### src/design/bpdc_pkg.sv
// Package for the button press duration classifier.
// Holds phase encoding, register indexes, threshold and result word types.
// No dependencies.
`default_nettype none
package bpdc_pkg;

  localparam int unsigned DEF_COUNT_WIDTH = 16;
  localparam int unsigned THR_W           = 16;
  localparam int unsigned CFG_IDX_W       = 2;

  localparam logic [CFG_IDX_W-1:0] REG_SHORT_THR     = 2'd0;
  localparam logic [CFG_IDX_W-1:0] REG_LONG_THR      = 2'd1;
  localparam logic [CFG_IDX_W-1:0] REG_VERY_LONG_THR = 2'd2;

  localparam logic [THR_W-1:0] SHORT_THR_RST     = 16'd1000;
  localparam logic [THR_W-1:0] LONG_THR_RST      = 16'd4000;
  localparam logic [THR_W-1:0] VERY_LONG_THR_RST = 16'd10000;

  localparam logic [1:0] CLASS_NONE      = 2'd0;
  localparam logic [1:0] CLASS_SHORT     = 2'd1;
  localparam logic [1:0] CLASS_LONG      = 2'd2;
  localparam logic [1:0] CLASS_VERY_LONG = 2'd3;

  typedef enum logic [4:0] {
    PH_IDLE  = 5'b00001,
    PH_WAIT  = 5'b00010,
    PH_SHORT = 5'b00100,
    PH_LONG  = 5'b01000,
    PH_VLONG = 5'b10000
  } phase_t;

  typedef struct packed {
    logic [THR_W-1:0] short_thr;
    logic [THR_W-1:0] long_thr;
    logic [THR_W-1:0] very_long_thr;
  } thr_t;

  typedef struct packed {
    logic [1:0] press_class;
    logic       short_event;
    logic       long_event;
    logic       very_long_event;
    logic       release_event;
    logic       update_request;
    logic       config_request;
  } result_t;

endpackage
`default_nettype wire

### src/design/button_press_duration_classifier_top.sv
// A result word is registered and appears in the cycle after its tick word is accepted.
// Throughput: one word per cycle; the output register accepts a new word
// whenever it is empty or being drained in the same cycle.
// Reset (synchronous, active low): phase idle, count zero, thresholds
// 1000 / 4000 / 10000, output register empty.
// Top level of the press classifier; depends on bpdc_pkg and bpdc_step.
`default_nettype none
module button_press_duration_classifier_top #(
  parameter int unsigned COUNT_WIDTH = bpdc_pkg::DEF_COUNT_WIDTH
) (
  input  wire logic                               clk,
  input  wire logic                               rst_n,
  input  wire logic                               in_valid,
  output logic                                    in_ready,
  input  wire logic                               in_button_pressed,
  output logic                                    out_valid,
  input  wire logic                               out_ready,
  output logic [1:0]                              out_press_class,
  output logic                                    out_short_event,
  output logic                                    out_long_event,
  output logic                                    out_very_long_event,
  output logic                                    out_release_event,
  output logic                                    out_update_request,
  output logic                                    out_config_request,
  input  wire logic                               cfg_we,
  input  wire logic [bpdc_pkg::CFG_IDX_W-1:0]     cfg_index,
  input  wire logic [bpdc_pkg::THR_W-1:0]         cfg_wdata
);

  bpdc_pkg::phase_t        phase_r;
  bpdc_pkg::phase_t        phase_nxt;
  logic [COUNT_WIDTH-1:0]  count_r;
  logic [COUNT_WIDTH-1:0]  count_nxt;
  bpdc_pkg::thr_t          thr_r;
  bpdc_pkg::result_t       res_nxt;
  bpdc_pkg::result_t       res_r;
  logic                    out_valid_r;
  logic                    accept;

  assign in_ready = !out_valid_r || out_ready;
  assign accept   = in_valid && in_ready;

  bpdc_step #(
    .COUNT_WIDTH(COUNT_WIDTH)
  ) u_step (
    .phase     (phase_r),
    .count     (count_r),
    .pressed   (in_button_pressed),
    .thr       (thr_r),
    .phase_nxt (phase_nxt),
    .count_nxt (count_nxt),
    .res       (res_nxt)
  );

  always_ff @(posedge clk) begin
    if (!rst_n) begin
      thr_r.short_thr     <= bpdc_pkg::SHORT_THR_RST;
      thr_r.long_thr      <= bpdc_pkg::LONG_THR_RST;
      thr_r.very_long_thr <= bpdc_pkg::VERY_LONG_THR_RST;
    end else if (cfg_we) begin
      unique case (cfg_index)
        bpdc_pkg::REG_SHORT_THR:     thr_r.short_thr     <= cfg_wdata;
        bpdc_pkg::REG_LONG_THR:      thr_r.long_thr      <= cfg_wdata;
        bpdc_pkg::REG_VERY_LONG_THR: thr_r.very_long_thr <= cfg_wdata;
        default: ;
      endcase
    end
  end

  always_ff @(posedge clk) begin
    if (!rst_n) begin
      phase_r     <= bpdc_pkg::PH_IDLE;
      count_r     <= '0;
      out_valid_r <= 1'b0;
    end else begin
      if (accept) begin
        phase_r <= phase_nxt;
        count_r <= count_nxt;
      end
      if (accept) begin
        out_valid_r <= 1'b1;
      end else if (out_ready) begin
        out_valid_r <= 1'b0;
      end
    end
  end

  always_ff @(posedge clk) begin
    if (accept) begin
      res_r <= res_nxt;
    end
  end

  assign out_valid           = out_valid_r;
  assign out_press_class     = res_r.press_class;
  assign out_short_event     = res_r.short_event;
  assign out_long_event      = res_r.long_event;
  assign out_very_long_event = res_r.very_long_event;
  assign out_release_event   = res_r.release_event;
  assign out_update_request  = res_r.update_request;
  assign out_config_request  = res_r.config_request;

endmodule
`default_nettype wire

### src/design/bpdc_step.sv
// Next-state and result logic for one tick of the press classifier.
// Depends on bpdc_pkg for phase, threshold and result types.
`default_nettype none
module bpdc_step #(
  parameter int unsigned COUNT_WIDTH = bpdc_pkg::DEF_COUNT_WIDTH
) (
  input  var bpdc_pkg::phase_t         phase,
  input  wire logic [COUNT_WIDTH-1:0]  count,
  input  wire logic                    pressed,
  input  var bpdc_pkg::thr_t           thr,
  output bpdc_pkg::phase_t             phase_nxt,
  output logic      [COUNT_WIDTH-1:0]  count_nxt,
  output bpdc_pkg::result_t            res
);

  localparam int unsigned CMP_W =
    (COUNT_WIDTH > bpdc_pkg::THR_W) ? COUNT_WIDTH : bpdc_pkg::THR_W;

  logic [COUNT_WIDTH-1:0] cnt_inc;
  logic [CMP_W-1:0]       cnt_cmp;
  logic                   is_idle;
  logic                   st_wait;
  logic                   enter_short;
  logic                   at_short;
  logic                   enter_long;
  logic                   at_long;
  logic                   enter_vlong;
  logic                   at_vlong;

  assign is_idle = (phase != bpdc_pkg::PH_WAIT) && (phase != bpdc_pkg::PH_SHORT) &&
                   (phase != bpdc_pkg::PH_LONG) && (phase != bpdc_pkg::PH_VLONG);

  // saturating advance; a new press restarts at zero
  assign cnt_inc   = (&count) ? count : count + COUNT_WIDTH'(1);
  assign count_nxt = is_idle ? (pressed ? '0 : count) : cnt_inc;
  assign cnt_cmp   = CMP_W'(count_nxt);

  assign st_wait     = (phase == bpdc_pkg::PH_WAIT) || (is_idle && pressed);
  assign enter_short = st_wait && (cnt_cmp > CMP_W'(thr.short_thr));
  assign at_short    = (phase == bpdc_pkg::PH_SHORT) || enter_short;
  assign enter_long  = at_short && (cnt_cmp > CMP_W'(thr.long_thr));
  assign at_long     = (phase == bpdc_pkg::PH_LONG) || enter_long;
  assign enter_vlong = at_long && (cnt_cmp > CMP_W'(thr.very_long_thr));
  assign at_vlong    = (phase == bpdc_pkg::PH_VLONG) || enter_vlong;

  always_comb begin
    res                 = '0;
    res.short_event     = enter_short;
    res.long_event      = enter_long;
    res.very_long_event = enter_vlong;
    res.press_class     = bpdc_pkg::CLASS_NONE;
    phase_nxt           = bpdc_pkg::PH_IDLE;
    priority if (at_vlong) begin
      if (pressed) begin
        phase_nxt       = bpdc_pkg::PH_VLONG;
        res.press_class = bpdc_pkg::CLASS_VERY_LONG;
      end else begin
        res.release_event = 1'b1;
      end
    end else if (at_long) begin
      if (pressed) begin
        phase_nxt       = bpdc_pkg::PH_LONG;
        res.press_class = bpdc_pkg::CLASS_LONG;
      end else begin
        res.config_request = 1'b1;
      end
    end else if (at_short) begin
      if (pressed) begin
        phase_nxt       = bpdc_pkg::PH_SHORT;
        res.press_class = bpdc_pkg::CLASS_SHORT;
      end else begin
        res.update_request = 1'b1;
      end
    end else if (st_wait && pressed) begin
      phase_nxt = bpdc_pkg::PH_WAIT;
    end else begin
      phase_nxt = bpdc_pkg::PH_IDLE;
    end
  end

endmodule
`default_nettype wire

### config.mk
export PLATFORM = sky130hd
export DESIGN_NAME = button_press_duration_classifier_top
export DESIGN_NICKNAME = d
export VERILOG_FILES = /design/src/design/bpdc_pkg.sv /design/src/design/button_press_duration_classifier_top.sv /design/src/design/bpdc_step.sv
export SDC_FILE = /design/constraint.sdc
export NUM_CORES = 1
export LEC_CHECK = 0
export BUFFER_PORTS_ARGS = -buffer_cell sky130_fd_sc_hd__buf_4
export CELL_PAD_IN_SITES_DETAIL_PLACEMENT = 1
export CELL_PAD_IN_SITES_GLOBAL_PLACEMENT = 2
export CORE_MARGIN = 3
export CORE_UTILIZATION = 37
export DETAILED_ROUTE_END_ITERATION = 12
export GPL_ROUTABILITY_DRIVEN = 0
export HOLD_SLACK_MARGIN = 0.1
export PLACE_DENSITY = 0.9
export SYNTH_ARGS = -nofsm -noshare
export SYNTH_HDL_FRONTEND = slang
export SYNTH_HIERARCHICAL = 1
export SYNTH_SLANG_ARGS = --single-unit
### constraint.sdc
create_clock -name clk -period 5.2 [get_ports clk]
set_input_delay 1.04 -clock clk [delete_from_list [all_inputs] [get_ports clk]]
set_output_delay 1.04 -clock clk [all_outputs]
set_load 0.1 [all_outputs]
==> results.txt <==
Critical Path End Type - flip-flop
Hold Path Stages - 2
Clock Tree Buf Depth - 2
async set-or-reset flop fraction in the synthesized netlist - 0%
Final Core Density - 43.6%
# IOs - 34
Post-Synthesis Cells - 564
wire length on met2 - 6.26 mm
Placeable Area - 0.0124 mm²
CP top delay family - compound AO/OA/AOI/OAI gates
Initial DRC Count - 170
clk sink count - 78
Min Hold Slack - 0.465 ns
clock root buffer - clkbuf_16
Die Wd - 120 µm
ANT nets after route - 0
Hold Crit Endpoint - thr_r[33]$_SDFFE_PN0P_
routed wire length per instance - 17.1 µm
Num CTS Buffers - 9
min cycle time layout - 4.36 ns
MaxCap Viol Count - 0
worst min path class - reg -> reg
RR Startpoint - phase_r[2]$_SDFFE_PN0P_
die area - 0.0144 mm²
final worst-path cycle share - 83.8%
number of synthesized flops with an enable pin - 8
WP data arrival - 4.63 ns
leakage power - 2.46 nW
Seq/Total Area, Yosys - 34.2%
Pwr Density - 255 mW/mm²
Worst slew margin - 18.8%
n_diodes - 0
post-cts resize count - 0
flop-to-flop setup slack - 0.84 ns
WL final - 13.0 mm
Worst path max stage delay - 0.61 ns
NumNets Final - 659
WS Path Type - reg -> reg
Die Y - 120 µm
vias in the first global route - 4242
Total Power - 1.37 mW
DR vias - 4029
GR Util All Layers - 19.1%
CTS clk-pin slew, worst paths - 0.06 ns
Avg Cell Area, Syn - 8.52 µm²
max frequency - 230 MHz
Cells after DPL - 743
first-pass GRT wire length - 21.8 mm
Hold Startpoint - thr_r[33]$_SDFFE_PN0P_
grt ovf - 0
setup bufs post-CTS - 0
H-tree depth - 3
max-slew violations - 0
Cell Area, Synth - 0.00480 mm²
Syn-to-layout area delta - 12.3%
Max VDD drop - 0.203 mV
CTS Hold Buffers Added - 0
yosys warns - 6
site row count - 40
CP Max Fanout - 9
CP max-delay cell - a2111oi_2
DR top layer - met4
ranking of synthesized cells by area - dfxtp_1, ha_1, mux2i_1, nand2_1, nand3_1
pin count of the biggest net entering global routing - 85
initial antenna violation count - 0
WL met3 - 408 µm
worst slew pin tran - 1.21 ns
Post-route DRC - 0
M1 wire length - 6.00 mm
cells on worst reg2reg path - 15
Initial DRT Pass Iterations - 4
Fin Clk Skew - 0.00759 ns
Detail Placement HPWL - 9.68 mm
share of cells above drive strength 1 - 13.6%
Synth area leader - dfxtp_1
CP required - 5.47 ns
status - complete, no violations
filler cell count - 1495
unrepaired setup endpoints after global routing - false
TNS Setup - 0 ns
Cell Count, Final, Fillers Out - 758
Startpoint Class - flip-flop
Via density - 5.32
Final setup viols - 0
Worst Path Buf+Inv - 0
Starting Density - 38.9%
IO buf count - 33
post-synthesis register bit count - 78
final hold violations - 0
share of the synthesized area in the top cell type - 29.2%
Reg2Reg Capture Point - phase_r[3]$_SDFFE_PN0P_
syn nets - 637
synth unique cells - 62
TritonCTS clock tree - done
Skew-Pair Late Insertion Delay - 0.35 ns
critical-path cell list - or3b_1 -> o21ai_1 -> a21oi_2 -> a211oi_4 -> nand3_1 -> mux2i_1 -> ha_1 -> a21o_1 -> a21oi_1 -> o211ai_1 -> a2111oi_2 -> o21ai_1 -> a211oi_1 -> nand2_1 -> mux2i_1
Synth Flop Type - dfxtp_1
==> stage by stage <==
step | instance area, µm² | worst slack [ns]
finish | 5390 | 0.843
global route | 5390 | 0.352
CTS | 5390 | 0.519
detailed placement | 5120 | 0.638
global placement | 5120 | 0.807
floorplan | 4800 | 1.40
==> power breakdown <==
group | switching (mW) | internal (mW)
sequential | 0.0122 | 0.625
combinational | 0.101 | 0.0499
clock | 0.253 | 0.332
==> placed cells by master, fill, tap and decap left out, types with 9 or more instances in the layout <==
cell,count
o21ai_2,9
nand4_1,13
dfxtp_1,70
nor2_1,13
mux2i_1,41
o21ai_0,26
nand2_1,98
a21oi_1,17
clkbuf_16,9
a211oi_1,9
nand3_1,48
buf_4,41
inv_1,54
ha_1,49
==> cell usage after synthesis, drive strengths merged, types with 4 or more instances <==
cell type and instances:
nand4 13, a211oi 10, nand2 99, nor2 13, o211ai 7, edfxtp 8, inv 54, o21ai 37
ha 49, a21o 6, clkbuf 9, buf 21, nand3 52, o21a 4, a21oi 18, nor3 5
mux2i 41, dfxtp 70, nor4 4
==> how the worst max path moves through the flow <==
stage / cells past startpoint / slack, ns / from / end
final: 15 / 0.84 / phase_r[2]$_SDFFE_PN0P_ / phase_r[3]$_SDFFE_PN0P_
after global routing: 14 / 0.35 / count_r[5]$_SDFFE_PN0P_ / phase_r[3]$_SDFFE_PN0P_
after CTS: 15 / 0.52 / phase_r[2]$_SDFFE_PN0P_ / phase_r[3]$_SDFFE_PN0P_
after detailed placement: 15 / 0.64 / phase_r[2]$_SDFFE_PN0P_ / phase_r[3]$_SDFFE_PN0P_
after global placement: 14 / 0.81 / count_r[5]$_SDFFE_PN0P_ / phase_r[3]$_SDFFE_PN0P_
after floorplan: 13 / 1.40 / count_r[5]$_SDFFE_PN0P_ / out_very_long_event$_DFFE_PP_
==> sequential cells by signal (all words and copies together), names as in the netlist <==
signal and cells:
out_long_event 1, out_very_long_event 1, out_config_request 1, out_release_event 1, phase_r 5, out_press_class 2, out_valid 1, thr_r 48
out_short_event 1, out_update_request 1, count_r 16
==> logic make-up (layout without fill, tap and decap cells) <==
logic type,count (synthesis),count (layout),synth area share [%]
fa+ha+maj,49,49,12.8
compound gates,100,100,14.6
mux,41,41,8.54
xor+xnor,1,1,0.182
flops,78,78,34.2
buf+inv,84,110,8.36
simple gates,211,211,21.4
==> worst min-delay path: cells and delay by family, from the launching register on <==
family,cells,cell delay (ns)
AND/OR/NAND/NOR,1,0.06
flip-flops,1,0.32
AO/OA/AOI/OAI,1,0.04
==> per-layer routing <==
layer  global-route usage (%)  up-vias
met5                        0        -
met4                     7.73        0
met3                     4.10       19
met2                     31.8       59
met1                     24.0     1926
li1                         -     2025
==> layout make-up <==
class | instances | area, µm² | area share (%)
Clock buffer | 11 | 243 | 4.50
Clock inverter | 4 | 23.8 | 0.441
Inverter | 54 | 203 | 3.76
Multi-Input combinational cell | 402 | 2770 | 51.3
Sequential cell | 78 | 1640 | 30.4
Tap cell | 168 | 210 | 3.90
Timing Repair Buffer | 41 | 308 | 5.71
(Power assumes the default switching activity.)
